==> src/rtl/crps_pkg.sv <==
`timescale 1ns / 1ps
// ----------------------------------------------------------------------------
// crps_pkg
// shared constants, codes and controller/datapath interface types
// ----------------------------------------------------------------------------
package crps_pkg;

  localparam int SLOT_COUNT  = 16;
  localparam int CHUNK_BYTES = 96;
  localparam int MAX_CHUNKS  = 64;

  localparam int SLOT_W  = $clog2(SLOT_COUNT);
  localparam int FREE_W  = $clog2(SLOT_COUNT + 1);
  localparam int DONE_W  = 4;
  localparam int OFF_W   = 13;
  localparam int SUM_W   = OFF_W + 1;
  localparam int CNT_W   = $clog2(MAX_CHUNKS + 1);
  localparam int CHUNK_W = $clog2(CHUNK_BYTES + 1);
  localparam int UP_W    = SUM_W + CHUNK_W;
  localparam int ADDR_W  = 32;
  localparam int CFG_W   = 32;

  // floor(x / CHUNK_BYTES) as (x * DIV_MUL) >> DIV_SHIFT, exact for x < 2**SUM_W
  localparam int DIV_SHIFT = SUM_W + $clog2(CHUNK_BYTES);
  localparam int DIV_MUL   = ((2 ** DIV_SHIFT) + CHUNK_BYTES - 1) / CHUNK_BYTES;
  localparam int MUL_W     = SUM_W + 1;
  localparam int PROD_W    = SUM_W + MUL_W;

  localparam logic [OFF_W-1:0] SIZE_RESET = OFF_W'(6144);

  typedef enum logic [1:0] {
    REG_BUFFER_BASE   = 2'd0,
    REG_BUFFER_SIZE   = 2'd1,
    REG_STREAM_ENABLE = 2'd2
  } cfg_reg_e;

  typedef enum logic {
    ACT_REPORT = 1'b0,
    ACT_DONE   = 1'b1
  } action_e;

  typedef enum logic [1:0] {
    KIND_ISSUE   = 2'd0,
    KIND_DROP    = 2'd1,
    KIND_RELEASE = 2'd2,
    KIND_NONE    = 2'd3
  } kind_e;

  typedef enum logic [1:0] {
    CLASS_SENT  = 2'd0,
    CLASS_ZERO  = 2'd1,
    CLASS_ERROR = 2'd2
  } class_e;

  typedef enum logic [1:0] {
    RES_NONE    = 2'd0,
    RES_CHUNK   = 2'd1,
    RES_RELEASE = 2'd2
  } res_e;

  typedef enum logic [2:0] {
    ST_IDLE     = 3'd0,
    ST_EVAL     = 3'd1,
    ST_ALIGN    = 3'd2,
    ST_LOOP_FWD = 3'd3,
    ST_LOOP_BWD = 3'd4
  } state_e;

  typedef struct packed {
    logic load;
    logic align;
    logic chunk;
    logic rewind;
    logic release_slot;
    logic use_size;
    logic out_load;
    res_e res;
    logic last;
    logic misfit;
  } cmd_t;

  typedef struct packed {
    logic enable;
    logic report;
    logic ptr_valid;
    logic off_eq;
    logic off_gt;
    logic slot_ok;
    logic more;
    logic more_next;
    logic misfit_now;
    logic misfit_next;
    logic out_free;
  } sts_t;

endpackage

==> src/rtl/capture_ring_packet_slicer_core.sv <==
`timescale 1ns / 1ps
// result: registered from ST_EVAL for completions, disabled items and equal offsets, from
//   ST_ALIGN for the first report and from the loop states for reports that slice chunks
// throughput: one item at a time, a new item is accepted only in ST_IDLE; a report issues
//   its chunks one chunk beat per cycle while the result register is not stalled
// reset: asynchronous, clears the pointer, frees all slots, loads register defaults
// ----------------------------------------------------------------------------
// capture_ring_packet_slicer_core
// slices a capture ring into fixed chunk transfers over a pool of slots
// ----------------------------------------------------------------------------
module capture_ring_packet_slicer_core
  import crps_pkg::*;
(
  input  logic              clk_i,
  input  logic              rst_ni,
  input  logic              cfg_valid_i,
  output logic              cfg_ready_o,
  input  logic [1:0]        cfg_index_i,
  input  logic [CFG_W-1:0]  cfg_data_i,
  input  logic              in_valid_i,
  output logic              in_stall_o,
  input  logic              action_i,
  input  logic [OFF_W-1:0]  capture_offset_i,
  input  logic [DONE_W-1:0] done_slot_i,
  input  logic              xfer_error_i,
  input  logic              zero_length_i,
  output logic              out_valid_o,
  input  logic              out_stall_i,
  output logic [1:0]        kind_o,
  output logic [ADDR_W-1:0] chunk_address_o,
  output logic [DONE_W-1:0] used_slot_o,
  output logic [FREE_W-1:0] free_slots_o,
  output logic [1:0]        completion_class_o,
  output logic              size_misfit_o,
  output logic              last_o
);

  cmd_t cmd;
  sts_t sts;

  crps_ctrl u_ctrl (
    .clk_i      (clk_i),
    .rst_ni     (rst_ni),
    .in_valid_i (in_valid_i),
    .in_stall_o (in_stall_o),
    .sts_i      (sts),
    .cmd_o      (cmd)
  );

  crps_datapath u_datapath (
    .clk_i              (clk_i),
    .rst_ni             (rst_ni),
    .cfg_valid_i        (cfg_valid_i),
    .cfg_ready_o        (cfg_ready_o),
    .cfg_index_i        (cfg_index_i),
    .cfg_data_i         (cfg_data_i),
    .action_i           (action_i),
    .capture_offset_i   (capture_offset_i),
    .done_slot_i        (done_slot_i),
    .xfer_error_i       (xfer_error_i),
    .zero_length_i      (zero_length_i),
    .cmd_i              (cmd),
    .sts_o              (sts),
    .out_valid_o        (out_valid_o),
    .out_stall_i        (out_stall_i),
    .kind_o             (kind_o),
    .chunk_address_o    (chunk_address_o),
    .used_slot_o        (used_slot_o),
    .free_slots_o       (free_slots_o),
    .completion_class_o (completion_class_o),
    .size_misfit_o      (size_misfit_o),
    .last_o             (last_o)
  );

`ifndef SYNTH
  a_drop_only_when_full : assert property (@(posedge clk_i) disable iff (!rst_ni)
    out_valid_o && (kind_o == KIND_DROP) |-> (free_slots_o == '0))
    else $error("chunk dropped while a slot was free");

  a_misfit_on_last : assert property (@(posedge clk_i) disable iff (!rst_ni)
    out_valid_o && size_misfit_o |-> last_o)
    else $error("size misfit flagged before the final beat");

  a_release_single : assert property (@(posedge clk_i) disable iff (!rst_ni)
    out_valid_o && (kind_o == KIND_RELEASE) |-> last_o && (free_slots_o != '0))
    else $error("slot release not a lone final beat");
`endif

endmodule

==> src/rtl/crps_ctrl.sv <==
`timescale 1ns / 1ps
// ----------------------------------------------------------------------------
// crps_ctrl
// sequencer: decodes the held item and, unless the result register stalls, steps the chunk loop one beat a cycle
// ----------------------------------------------------------------------------
module crps_ctrl
  import crps_pkg::*;
(
  input  logic clk_i,
  input  logic rst_ni,
  input  logic in_valid_i,
  output logic in_stall_o,
  input  sts_t sts_i,
  output cmd_t cmd_o
);

  state_e state_q, state_d;
  logic   bwd;

  always_ff @(posedge clk_i or negedge rst_ni) begin
    if (!rst_ni) begin
      state_q <= ST_IDLE;
    end else begin
      state_q <= state_d;
    end
  end

  assign in_stall_o = (state_q != ST_IDLE);
  assign bwd        = (state_q == ST_LOOP_BWD);

  always_comb begin
    state_d         = state_q;
    cmd_o           = '0;
    cmd_o.res       = RES_NONE;
    cmd_o.use_size  = bwd;
    unique case (state_q)
      ST_IDLE: begin
        if (in_valid_i) begin
          cmd_o.load = 1'b1;
          state_d    = ST_EVAL;
        end
      end
      ST_EVAL: begin
        if (sts_i.out_free) begin
          if (!sts_i.enable) begin
            cmd_o.out_load = 1'b1;
            cmd_o.last     = 1'b1;
            state_d        = ST_IDLE;
          end else if (!sts_i.report) begin
            cmd_o.out_load = 1'b1;
            cmd_o.last     = 1'b1;
            if (sts_i.slot_ok) begin
              cmd_o.release_slot = 1'b1;
              cmd_o.res          = RES_RELEASE;
            end
            state_d = ST_IDLE;
          end else if (!sts_i.ptr_valid) begin
            state_d = ST_ALIGN;
          end else if (sts_i.off_eq) begin
            cmd_o.out_load = 1'b1;
            cmd_o.last     = 1'b1;
            state_d        = ST_IDLE;
          end else if (sts_i.off_gt) begin
            state_d = ST_LOOP_FWD;
          end else begin
            state_d = ST_LOOP_BWD;
          end
        end
      end
      ST_ALIGN: begin
        if (sts_i.out_free) begin
          cmd_o.align    = 1'b1;
          cmd_o.out_load = 1'b1;
          cmd_o.last     = 1'b1;
          state_d        = ST_IDLE;
        end
      end
      ST_LOOP_FWD, ST_LOOP_BWD: begin
        if (sts_i.out_free) begin
          cmd_o.out_load = 1'b1;
          if (sts_i.more) begin
            cmd_o.chunk  = 1'b1;
            cmd_o.res    = RES_CHUNK;
            cmd_o.last   = !sts_i.more_next;
            cmd_o.misfit = bwd && !sts_i.more_next && sts_i.misfit_next;
            cmd_o.rewind = bwd && !sts_i.more_next;
            if (!sts_i.more_next) begin
              state_d = ST_IDLE;
            end
          end else begin
            cmd_o.last   = 1'b1;
            cmd_o.misfit = bwd && sts_i.misfit_now;
            cmd_o.rewind = bwd;
            state_d      = ST_IDLE;
          end
        end
      end
      default: begin
        state_d = ST_IDLE;
      end
    endcase
  end

endmodule

==> src/rtl/crps_datapath.sv <==
`timescale 1ns / 1ps
// ----------------------------------------------------------------------------
// crps_datapath
// config registers, item hold, read pointer, slot pool and result register
// ----------------------------------------------------------------------------
module crps_datapath
  import crps_pkg::*;
(
  input  logic              clk_i,
  input  logic              rst_ni,
  input  logic              cfg_valid_i,
  output logic              cfg_ready_o,
  input  logic [1:0]        cfg_index_i,
  input  logic [CFG_W-1:0]  cfg_data_i,
  input  logic              action_i,
  input  logic [OFF_W-1:0]  capture_offset_i,
  input  logic [DONE_W-1:0] done_slot_i,
  input  logic              xfer_error_i,
  input  logic              zero_length_i,
  input  cmd_t              cmd_i,
  output sts_t              sts_o,
  output logic              out_valid_o,
  input  logic              out_stall_i,
  output logic [1:0]        kind_o,
  output logic [ADDR_W-1:0] chunk_address_o,
  output logic [DONE_W-1:0] used_slot_o,
  output logic [FREE_W-1:0] free_slots_o,
  output logic [1:0]        completion_class_o,
  output logic              size_misfit_o,
  output logic              last_o
);

  localparam logic [SUM_W-1:0] CHUNK_SUM = SUM_W'(CHUNK_BYTES);

  // configuration
  logic [ADDR_W-1:0] base_q;
  logic [OFF_W-1:0]  size_q;
  logic              en_q;

  assign cfg_ready_o = 1'b1;

  always_ff @(posedge clk_i or negedge rst_ni) begin
    if (!rst_ni) begin
      base_q <= '0;
      size_q <= SIZE_RESET;
      en_q   <= 1'b0;
    end else if (cfg_valid_i && cfg_ready_o) begin
      unique case (cfg_reg_e'(cfg_index_i))
        REG_BUFFER_BASE:   base_q <= cfg_data_i;
        REG_BUFFER_SIZE:   size_q <= cfg_data_i[OFF_W-1:0];
        REG_STREAM_ENABLE: en_q   <= cfg_data_i[0];
        default: ;
      endcase
    end
  end

  // held item, offset clamped to the ring
  logic              action_q;
  logic [OFF_W-1:0]  off_q;
  logic [DONE_W-1:0] slot_q;
  logic              err_q;
  logic              zero_q;

  always_ff @(posedge clk_i) begin
    if (cmd_i.load) begin
      action_q <= action_i;
      off_q    <= (capture_offset_i > size_q) ? size_q : capture_offset_i;
      slot_q   <= done_slot_i;
      err_q    <= xfer_error_i;
      zero_q   <= zero_length_i;
    end
  end

  // round-up quotient for the first report
  logic [SUM_W-1:0]  div_x;
  logic [PROD_W-1:0] div_prod;
  logic [SUM_W-1:0]  q_q;
  logic [UP_W-1:0]   up;
  logic [OFF_W-1:0]  align_ptr;

  assign div_x    = {1'b0, off_q} + SUM_W'(CHUNK_BYTES - 1);
  assign div_prod = PROD_W'(div_x) * PROD_W'(DIV_MUL);

  always_ff @(posedge clk_i) begin
    q_q <= SUM_W'(div_prod >> DIV_SHIFT);
  end

  assign up        = UP_W'(q_q) * UP_W'(CHUNK_BYTES);
  assign align_ptr = (up > UP_W'(size_q)) ? size_q : up[OFF_W-1:0];

  // read pointer and chunk count
  logic [OFF_W-1:0] rp_q, rp_d;
  logic             pv_q;
  logic [CNT_W-1:0] n_q, n_d;
  logic [SUM_W-1:0] rp_c1, rp_c2, limit;
  logic [CNT_W-1:0] n_inc;

  assign rp_c1 = {1'b0, rp_q} + CHUNK_SUM;
  assign rp_c2 = rp_c1 + CHUNK_SUM;
  assign n_inc = n_q + CNT_W'(1);
  assign limit = cmd_i.use_size ? {1'b0, size_q} : {1'b0, off_q};

  always_comb begin
    rp_d = rp_q;
    n_d  = n_q;
    if (cmd_i.load) begin
      n_d = '0;
    end
    if (cmd_i.chunk) begin
      n_d  = n_inc;
      rp_d = rp_c1[OFF_W-1:0];
    end
    if (cmd_i.align) begin
      rp_d = align_ptr;
    end
    if (cmd_i.rewind) begin
      rp_d = '0;
    end
  end

  always_ff @(posedge clk_i or negedge rst_ni) begin
    if (!rst_ni) begin
      rp_q <= '0;
      pv_q <= 1'b0;
      n_q  <= '0;
    end else begin
      rp_q <= rp_d;
      n_q  <= n_d;
      if (cmd_i.align) begin
        pv_q <= 1'b1;
      end
    end
  end

  // slot pool
  logic [SLOT_COUNT-1:0] busy_q, busy_d;
  logic [FREE_W-1:0]     free_q, free_d;
  logic [SLOT_W-1:0]     alloc;
  logic                  avail;
  logic                  slot_in_range;
  logic                  take;

  always_comb begin
    alloc = '0;
    for (int i = SLOT_COUNT - 1; i >= 0; i--) begin
      if (!busy_q[i]) begin
        alloc = SLOT_W'(i);
      end
    end
  end

  assign avail         = !(&busy_q);
  assign slot_in_range = ({1'b0, slot_q} < (DONE_W + 1)'(SLOT_COUNT));
  assign take          = cmd_i.chunk && avail;

  always_comb begin
    busy_d = busy_q;
    free_d = free_q;
    if (take) begin
      busy_d[alloc] = 1'b1;
      free_d        = free_q - FREE_W'(1);
    end
    if (cmd_i.release_slot) begin
      busy_d[slot_q[SLOT_W-1:0]] = 1'b0;
      free_d                     = free_q + FREE_W'(1);
    end
  end

  always_ff @(posedge clk_i or negedge rst_ni) begin
    if (!rst_ni) begin
      busy_q <= '0;
      free_q <= FREE_W'(SLOT_COUNT);
    end else begin
      busy_q <= busy_d;
      free_q <= free_d;
    end
  end

  // result register
  logic              out_valid_q;
  kind_e             kind_q, kind_d;
  logic [ADDR_W-1:0] addr_q, addr_d;
  logic [DONE_W-1:0] used_q, used_d;
  logic [FREE_W-1:0] free_out_q;
  class_e            class_q, class_d;
  logic              misfit_q;
  logic              last_q;

  always_comb begin
    kind_d  = KIND_NONE;
    addr_d  = '0;
    used_d  = '0;
    class_d = CLASS_SENT;
    unique case (cmd_i.res)
      RES_CHUNK: begin
        kind_d = avail ? KIND_ISSUE : KIND_DROP;
        addr_d = base_q + ADDR_W'(rp_q);
        used_d = avail ? DONE_W'(alloc) : '0;
      end
      RES_RELEASE: begin
        kind_d  = KIND_RELEASE;
        used_d  = slot_q;
        class_d = err_q ? CLASS_ERROR : (zero_q ? CLASS_ZERO : CLASS_SENT);
      end
      default: ;
    endcase
  end

  always_ff @(posedge clk_i or negedge rst_ni) begin
    if (!rst_ni) begin
      out_valid_q <= 1'b0;
    end else begin
      out_valid_q <= cmd_i.out_load || (out_valid_q && out_stall_i);
    end
  end

  always_ff @(posedge clk_i) begin
    if (cmd_i.out_load) begin
      kind_q     <= kind_d;
      addr_q     <= addr_d;
      used_q     <= used_d;
      free_out_q <= free_d;
      class_q    <= class_d;
      misfit_q   <= cmd_i.misfit;
      last_q     <= cmd_i.last;
    end
  end

  assign out_valid_o        = out_valid_q;
  assign kind_o             = kind_q;
  assign chunk_address_o    = addr_q;
  assign used_slot_o        = used_q;
  assign free_slots_o       = free_out_q;
  assign completion_class_o = class_q;
  assign size_misfit_o      = misfit_q;
  assign last_o             = last_q;

  // status to the sequencer
  assign sts_o.enable      = en_q;
  assign sts_o.report      = (action_e'(action_q) == ACT_REPORT);
  assign sts_o.ptr_valid   = pv_q;
  assign sts_o.off_eq      = (off_q == rp_q);
  assign sts_o.off_gt      = (off_q > rp_q);
  assign sts_o.slot_ok     = slot_in_range && busy_q[slot_q[SLOT_W-1:0]];
  assign sts_o.more        = (n_q < CNT_W'(MAX_CHUNKS)) && (limit >= rp_c1);
  assign sts_o.more_next   = (n_inc < CNT_W'(MAX_CHUNKS)) && (limit >= rp_c2);
  assign sts_o.misfit_now  = (rp_q != size_q);
  assign sts_o.misfit_next = (rp_c1 != {1'b0, size_q});
  assign sts_o.out_free    = !out_valid_q || !out_stall_i;

endmodule

==> config.mk <==
export PLATFORM = sky130hd
export DESIGN_NAME = capture_ring_packet_slicer_core
export DESIGN_NICKNAME = d
export VERILOG_FILES = /design/src/rtl/crps_pkg.sv /design/src/rtl/capture_ring_packet_slicer_core.sv /design/src/rtl/crps_ctrl.sv /design/src/rtl/crps_datapath.sv
export SDC_FILE = /design/constraint.sdc
export NUM_CORES = 1
export LEC_CHECK = 0
export CAP_MARGIN = 20
export CORE_ASPECT_RATIO = 1.75
export CORE_UTILIZATION = 30
export DETAILED_ROUTE_END_ITERATION = 8
export DONT_BUFFER_PORTS = 1
export PLACE_DENSITY = 0.55
export SYNTH_ARGS = -nofsm -noshare
export SYNTH_HDL_FRONTEND = slang
export SYNTH_SLANG_ARGS = --single-unit
export TNS_END_PERCENT = 1
==> constraint.sdc <==
create_clock -name clk_i -period 7.4 [get_ports clk_i]
set_input_delay 0 -clock clk_i [delete_from_list [all_inputs] [get_ports clk_i]]
set_output_delay 0 -clock clk_i [all_outputs]
set_load 0.005 [all_outputs]
==> results of run 1 <==
==> registers in the layout, summed over array words and instances (netlist names), 2 cells and up <==
name                           flops
u_datapath.base_q                 32
u_datapath.off_q                  13
u_datapath.completion_class_o      2
u_datapath.q_q                     8
u_datapath.free_q                  5
u_datapath.free_slots_o            5
u_ctrl.state_q                     3
u_datapath.chunk_address_o        32
u_datapath.used_slot_o             4
u_datapath.busy_q                 16
u_datapath.n_q                     7
u_datapath.kind_o                  2
u_datapath.slot_q                  4
u_datapath.size_q                 13
u_datapath.rp_q                   13
==> cells by family (layout without fill, tap and decap cells) <==
family,count (synthesis),in the layout,synth area share (%)
muxes,72,72,6.31
AOI/OAI and AO/OA,270,270,12.8
and+or+nand+nor,332,332,12.5
buffers and inverters,184,248,5.41
other,1,1,0.0274
DFF,167,167,32.7
adders and majority gates,235,235,24.3
xor gates and xnor gates,90,90,5.95
==> through the flow <==
step	utilization, %	cell area (um^2)	hold WS [ns]	setup WS (ns)	cells
after floorplan	-	13700	-0.296	1.14	1351
after global placement	31.7	14300	-0.292	0.585	1901
after detailed placement	31.7	14300	-0.292	0.555	1901
after CTS	34.3	15500	0.0487	0.533	1991
after global routing	34.3	15500	0.0759	0.171	1992
final	34.3	15500	0.0572	0.494	1992
==> critical path, cell delays in order (launching register included) <==
cell                       delay [ns]
sky130_fd_sc_hd__edfxtp_1        0.48
sky130_fd_sc_hd__or4_1           0.60
sky130_fd_sc_hd__o21a_1          0.20
sky130_fd_sc_hd__nor2_1          0.24
sky130_fd_sc_hd__nor2_1          0.15
sky130_fd_sc_hd__xnor2_1         0.38
sky130_fd_sc_hd__inv_1           0.16
sky130_fd_sc_hd__ha_1            0.24
sky130_fd_sc_hd__xor2_1          0.33
sky130_fd_sc_hd__inv_1           0.11
sky130_fd_sc_hd__fa_1            0.54
sky130_fd_sc_hd__inv_1           0.05
sky130_fd_sc_hd__fa_1            0.50
sky130_fd_sc_hd__fa_1            0.50
sky130_fd_sc_hd__ha_1            0.31
sky130_fd_sc_hd__ha_1            0.35
sky130_fd_sc_hd__a21oi_1         0.18
sky130_fd_sc_hd__o21ai_0         0.11
sky130_fd_sc_hd__a41o_1          0.25
sky130_fd_sc_hd__a21oi_1         0.15
sky130_fd_sc_hd__o21ai_0         0.18
sky130_fd_sc_hd__buf_4           0.20
sky130_fd_sc_hd__a211oi_1        0.31
sky130_fd_sc_hd__o21bai_1        0.12
sky130_fd_sc_hd__xor2_1          0.15
==> synth_stat cells, drive strengths merged, types with 4 or more instances <==
cell type / n / area, um^2
o211ai: 10 / 75.1
a21oi: 78 / 402
nor4: 11 / 75.1
and2: 19 / 119
nand2b: 16 / 100
and4: 7 / 63.8
mux4: 5 / 120
o21a: 12 / 90.1
o21bai: 7 / 52.6
a211oi: 29 / 228
nand3b: 4 / 30.0
o31ai: 6 / 45.0
a31oi: 17 / 106
nand4: 13 / 81.3
dfxtp: 8 / 160
dfrtp: 89 / 2230
nor3b: 10 / 75.1
nand3: 31 / 160
nor2: 69 / 262
a21boi: 4 / 30.0
mux2: 58 / 653
xor2: 32 / 288
or3: 5 / 31.3
and3b: 6 / 52.6
nand2: 83 / 312
a21o: 18 / 135
nor2b: 13 / 81.3
o21ai: 63 / 315
and3: 14 / 87.6
nor3: 23 / 115
mux2i: 9 / 90.1
xnor2: 58 / 527
inv: 150 / 563
clkbuf: 19 / 71.3
edfxtp: 67 / 2010
fa: 51 / 1020
buf: 15 / 106
ha: 184 / 2300
==> metal layers <==
layer | share of wire, % | routed length [um]
met5 | 0 | 0
met4 | 5.9 | 2190
met2 | 57 | 21200
met3 | 3.4 | 1260
met1 | 34 | 12700
==> cell type report <==
class | count | area (um^2) | area share, %
clock buffer | 18 | 450 | 2.91
clock inverter | 14 | 113 | 0.727
inverter | 150 | 563 | 3.64
multi-input combinational | 1000 | 8480 | 54.8
sequential | 167 | 4480 | 28.9
tap | 577 | 722 | 4.66
timing repair buffer | 66 | 678 | 4.38
==> placed cells by master, fill, tap and decap left out, types with 23 or more instances in the layout <==
cell type,n
sky130_fd_sc_hd__nand3_1,30
sky130_fd_sc_hd__inv_1,148
sky130_fd_sc_hd__a211oi_1,27
sky130_fd_sc_hd__fa_1,51
sky130_fd_sc_hd__nor2_1,67
sky130_fd_sc_hd__a21oi_1,77
sky130_fd_sc_hd__xor2_1,31
sky130_fd_sc_hd__o21ai_0,63
sky130_fd_sc_hd__xnor2_1,57
sky130_fd_sc_hd__mux2_2,58
sky130_fd_sc_hd__dfrtp_1,89
sky130_fd_sc_hd__nand2_1,83
sky130_fd_sc_hd__nor3_1,23
sky130_fd_sc_hd__edfxtp_1,67
sky130_fd_sc_hd__dlygate4sd3_1,57
sky130_fd_sc_hd__ha_1,183
==> worst paths after layout <==
check | from | to | slack, ns
hold reg to reg | u_datapath.n_q[4] | u_datapath.n_q[4] | 0.49
setup / recovery | u_datapath.off_q[2] | u_datapath.q_q[6] | 0.49
hold / removal | capture_offset_i[12] | u_datapath.off_q[12] | 0.06
max in group asynchronous | rst_ni | u_datapath.size_q[11] | 6.83
setup reg to reg | u_datapath.off_q[2] | u_datapath.q_q[6] | 0.49
min in group asynchronous | rst_ni | u_ctrl.state_q[2] | 0.11
==> metrics.md, run 1 <==
| Metric | Value |
|---|---|
| Critical path class | flip-flop to flip-flop |
| Die area | approximately 0.046 mm^2 |
| Setup repair after global routing missed its margin | no |
| Remaining global-route overflow | 0 |
| Syn-to-layout area delta | 13.2% |
| Average instance area after synthesis | just over 10 um^2 |
| Antenna violations before repair | 0 |
| Global routing met1 resource utilization | 15.5% |
| M2 GR Usage | 32.6% |
| Prevailing post-synth register cell | sky130_fd_sc_hd__dfrtp_1 |
| Number of flops mapped to enable cells by yosys | 67 |
| Clock Latency Late Sink | around 0.45 ns |
| Detailed-routing iteration count for the pre-antenna-repair pass | 5 |
| Total negative slack | 0 ns |
| Final Setup Violations | 0 |
| Ratio of cells with drive above 1 in the final layout | between 8 and 9% |
| Worst slew margin relative to its limit | 25.1% |
| Worst-margin pin slew | 1.12 ns |
| H-tree lvl count | 4 |
| Number of CTS-inserted buffers | 17 |
| Maximum clock frequency | ~0.14 GHz |
| Routability congestion estimate | 0.926 |
| Remaining antenna violation count | 0 |
| CP startpoint kind | flip-flop |
| Initial detailed-routing violation count | approximately 340 |
| Layout filler cell count | between 4,000 and 5,000 |
| Grt met3 use | ~2.7% |
| Worst reg-to-reg path cell count | 24 |
| Depth of the worst hold-timing path | 3 |
| Buffers on Ports | 0 |
| Global-route total usage across every layer | between 10% and 20% |
| Number of clock sinks seen by CTS | 167 |
| Synthesized net count | 1,645 |
| Final-report hold violation count | 0 |
| Critical path peak fanout | 6 |
| Die height | roughly 280 um |
| Slew Viols, Final | 0 |
| Gate count after technology mapping | roughly 1,400 |
| Post-route clock period utilization | a little over 90% |
| Hold WC Path Type | input pin to flip-flop |
| Data required time at the worst endpoint | between 7 and 8 ns |
| Starting utilization of the core area | a little under a third |
| Placement row count | slightly above 100 |
| Critical path arrival | about 7.3 ns |
| Distinct cells, synth | 80 |
| Core box area | between 0.04 and 0.05 mm^2 |
| Detailed-route wire length per cell | approximately 19 um |
| Detailed placement HPWL | roughly 30,000 um |
| Max-cap violations | 0 |
| Post-cts hold buffer count | between 50 and 60 |
| Final layout net count | 1,696 |
| Number of global-route vias before repair | between 10,000 and 15,000 |
| DRC violation count after routing | 0 |
| Die extent in x | between 150 and 200 um |
| Fraction of synthesis flops using an asynchronous set or reset pin | between 50% and 60% |
| Most Crowded Layer GR | met2 |
| Cells resized by post-CTS repair | 0 |
| IO Count | 109 |
| Yosys warnings | 0 |
| Endpoint type of the worst setup path | flip-flop |
| Status | complete, no violations |
| Shortest period the worst path allows | between 6 and 7 ns |
| Portion of the post-synthesis area used by sequential elements | 32.7% |
| Post-synthesis cell area | 0.0137 mm^2 |
| Via-to-Cell Ratio | ~5.1 |
| Wire length of the first global-routing pass | approximately 59,000 um |
| Clock buffer depth | 2 |
| Diode count | 0 |
| Largest net degree at the start of global routing | 93 |
| Setup Skew | 0.0128 ns |
| Wire length reported by the detailed router | ~37,000 um |
| Routed vias | 10,100 |
| Post-synthesis register bit count | 167 |
| Root Driver | sky130_fd_sc_hd__clkbuf_16 |
| Buffer count from post-CTS setup fixing | 0 |
| TritonCTS clock tree | yes |
| Clock transition at the registers of the reported paths | ~0.070 ns |
Power of run 1 is not shown: default switching activity piles up to over one toggle a cycle in this logic, so the estimate is an artifact.
==> inputs of run 2 (changes only) <==
REMOVE_ABC_BUFFERS = 1   (was default)
==> run 2 against run 1 <==
- clock skew decreased by 0.0022 ns
- sequential cell count unchanged
- first-iteration DRC count increased by 30%
- critical path depth decreased by 1
- wire length increased by 1.5%
- global-route usage increased by 0.23 points
- setup slack improved by 0.085 ns
- die area unchanged
- maximum frequency increased by 1.2%
- worst hold slack improved by 0.012 ns
- design area increased by 0.29%
- register-to-register slack improved by 0.09 ns
==> metrics.md, run 2 (synthesis gave the netlist of run 1 again) <==
| Metric | Value |
|---|---|
| Largest net degree at the start of global routing | 93 |
| Diode count | 0 |
| Die height | 284 um |
| Ratio of cells with drive above 1 in the final layout | 8.69% |
| Die area | between 0.04 and 0.05 mm^2 |
| Clock Latency Late Sink | 0.45 ns |
| Final-report hold violation count | 0 |
| Max-cap violations | 0 |
| Worst-margin pin slew | about 1.1 ns |
| Buffers on Ports | 0 |
| Wire length of the first global-routing pass | slightly below 60,000 um |
| Die extent in x | 163 um |
| Endpoint type of the worst setup path | flip-flop |
| Detailed-routing iteration count for the pre-antenna-repair pass | 5 |
| Number of global-route vias before repair | about 11,000 |
| DRC violation count after routing | 0 |
| Multi-input logic area | around 0.0085 mm^2 |
| Clock transition at the registers of the reported paths | roughly 0.07 ns |
| Buffer count from post-CTS setup fixing | 0 |
| Finished Layout Cells | 1,993 |
| Initial detailed-routing violation count | 443 |
| Critical path class | flip-flop to flip-flop |
| Clock buffer depth | 2 |
| Via-to-Cell Ratio | just over 5 |
| Routability congestion estimate | just under 0.9 |
| Remaining global-route overflow | 0 |
| Most Crowded Layer GR | met2 |
| M2 GR Usage | between 30% and 40% |
| Syn-to-layout area delta | 13.5% |
| Combined flip-flop and latch cell area | between 0.004 and 0.005 mm^2 |
| Placed instance count | ~1,900 |
| Placement row count | just over 100 |
| Core box area | about 0.045 mm^2 |
| Total negative slack | 0 ns |
| Maximum clock frequency | roughly 0.15 GHz |
| Remaining antenna violation count | 0 |
| Worst reg-to-reg path cell count | 23 |
| Critical path peak fanout | 6 |
| Setup Skew | around 0.011 ns |
| Final Setup Violations | 0 |
| Global-route total usage across every layer | about 17% |
| Number of clock sinks seen by CTS | 167 |
| CP startpoint kind | flip-flop |
| Most frequent standard cell in the layout excluding fill and tap cells | sky130_fd_sc_hd__ha_1 |
| Global routing met1 resource utilization | between 15 and 20% |
| Antenna violations before repair | 0 |
| Starting utilization of the core area | 30.3% |
| H-tree lvl count | 4 |
| Slew Viols, Final | 0 |
| Top library cells by usage in the layout, fill and taps aside | sky130_fd_sc_hd__ha_1 (183), sky130_fd_sc_hd__inv_1 (148), sky130_fd_sc_hd__dfrtp_1 (89) |
| Detailed-route wire length per cell | 19.0 um |
| Cells resized by post-CTS repair | 0 |
| Shortest period the worst path allows | 6.82 ns |
| Status | complete, no violations |
| Detailed placement HPWL | between 30,000 and 40,000 um |
| Wire length reported by the detailed router | 37,900 um |
| Grt met3 use | 2.68% |
| Data required time at the worst endpoint | around 7.7 ns |
| Critical path arrival | just over 7 ns |
| Number of CTS-inserted buffers | 17 |
| Worst slew margin relative to its limit | between 20% and 30% |
| Final layout net count | about 1,700 |
| Hold WC Path Type | input pin to asynchronous set/reset pin |
| Post-route clock period utilization | between 90% and 100% |
| Setup repair after global routing missed its margin | no |
| Routed vias | around 10,000 |
| TritonCTS clock tree | yes |
| Post-cts hold buffer count | 59 |
| IO Count | 109 |
| Layout filler cell count | between 4,000 and 5,000 |
| Root Driver | sky130_fd_sc_hd__clkbuf_16 |
[run 2: cell types whose count changed in the layout (fill, tap and decap cells not counted), sizes merged]
cell | previous run | this run
clkinv | 5 | 6
inv | 158 | 155
clkinvlp | 1 | 0
bufinv | 0 | 3
dlygate4sd3 | 57 | 58
[run 2: cell type report]
cell class | count | area share (%)
flip-flops and latches | 167 | 28.8
multi-input cells | 1000 | 54.6
inverters | 150 | 3.63
clock inverters | 14 | 1.22
well taps | 577 | 4.65
repair buffers | 67 | 4.30
clock buffers | 18 | 2.76
[run 2: path summary, 6_finish.rpt]
path,from,end,slack [ns]
max in group asynchronous,rst_ni,u_datapath.base_q[19],6.86
hold reg to reg,u_datapath.n_q[4],u_datapath.n_q[4],0.49
setup reg to reg,u_datapath.off_q[2],u_datapath.q_q[7],0.58
hold / removal,rst_ni,u_datapath.busy_q[11],0.07
min in group clk_i,in_valid_i,u_ctrl.state_q[0],0.10
setup / recovery,u_datapath.off_q[2],u_datapath.q_q[7],0.58
[run 2: per-stage QoR]
| step | cell area [um^2] | util, % | worst slack, ns | hold slack [ns] |
|---|---|---|---|---|
| after floorplan | 13500 | - | 1.14 | -0.296 |
| after global placement | 14300 | 31.7 | 0.638 | -0.291 |
| after detailed placement | 14300 | 31.7 | 0.561 | -0.292 |
| after CTS | 15500 | 34.4 | 0.557 | 0.0698 |
| after global routing | 15500 | 34.4 | 0.201 | 0.122 |
| final | 15500 | 34.4 | 0.579 | 0.0697 |
[run 2: critical path, stage by stage (launching register included)]
cell,delay (ns)
sky130_fd_sc_hd__edfxtp_1,0.48
sky130_fd_sc_hd__or4_1,0.60
sky130_fd_sc_hd__o21a_1,0.20
sky130_fd_sc_hd__nor2_1,0.22
sky130_fd_sc_hd__nor2_1,0.15
sky130_fd_sc_hd__and3_1,0.21
sky130_fd_sc_hd__xor2_1,0.34
sky130_fd_sc_hd__ha_1,0.26
sky130_fd_sc_hd__ha_1,0.27
sky130_fd_sc_hd__fa_1,0.48
sky130_fd_sc_hd__inv_1,0.05
sky130_fd_sc_hd__fa_1,0.53
sky130_fd_sc_hd__inv_1,0.06
sky130_fd_sc_hd__fa_1,0.48
sky130_fd_sc_hd__ha_1,0.31
sky130_fd_sc_hd__ha_1,0.32
sky130_fd_sc_hd__and4_1,0.27
sky130_fd_sc_hd__nand3_1,0.09
sky130_fd_sc_hd__or4_1,0.50
sky130_fd_sc_hd__o21ai_0,0.29
sky130_fd_sc_hd__buf_4,0.20
sky130_fd_sc_hd__a211oi_1,0.07
sky130_fd_sc_hd__nor3_1,0.23
sky130_fd_sc_hd__xnor2_1,0.10
[run 2: metal layers]
metal	up-vias	wire length [um]
met3	80	1040
met4	0	2200
met1	4985	13400
met5	-	0
met2	192	21300
li1	4902	-
Power of run 2 is left out for the same reason.
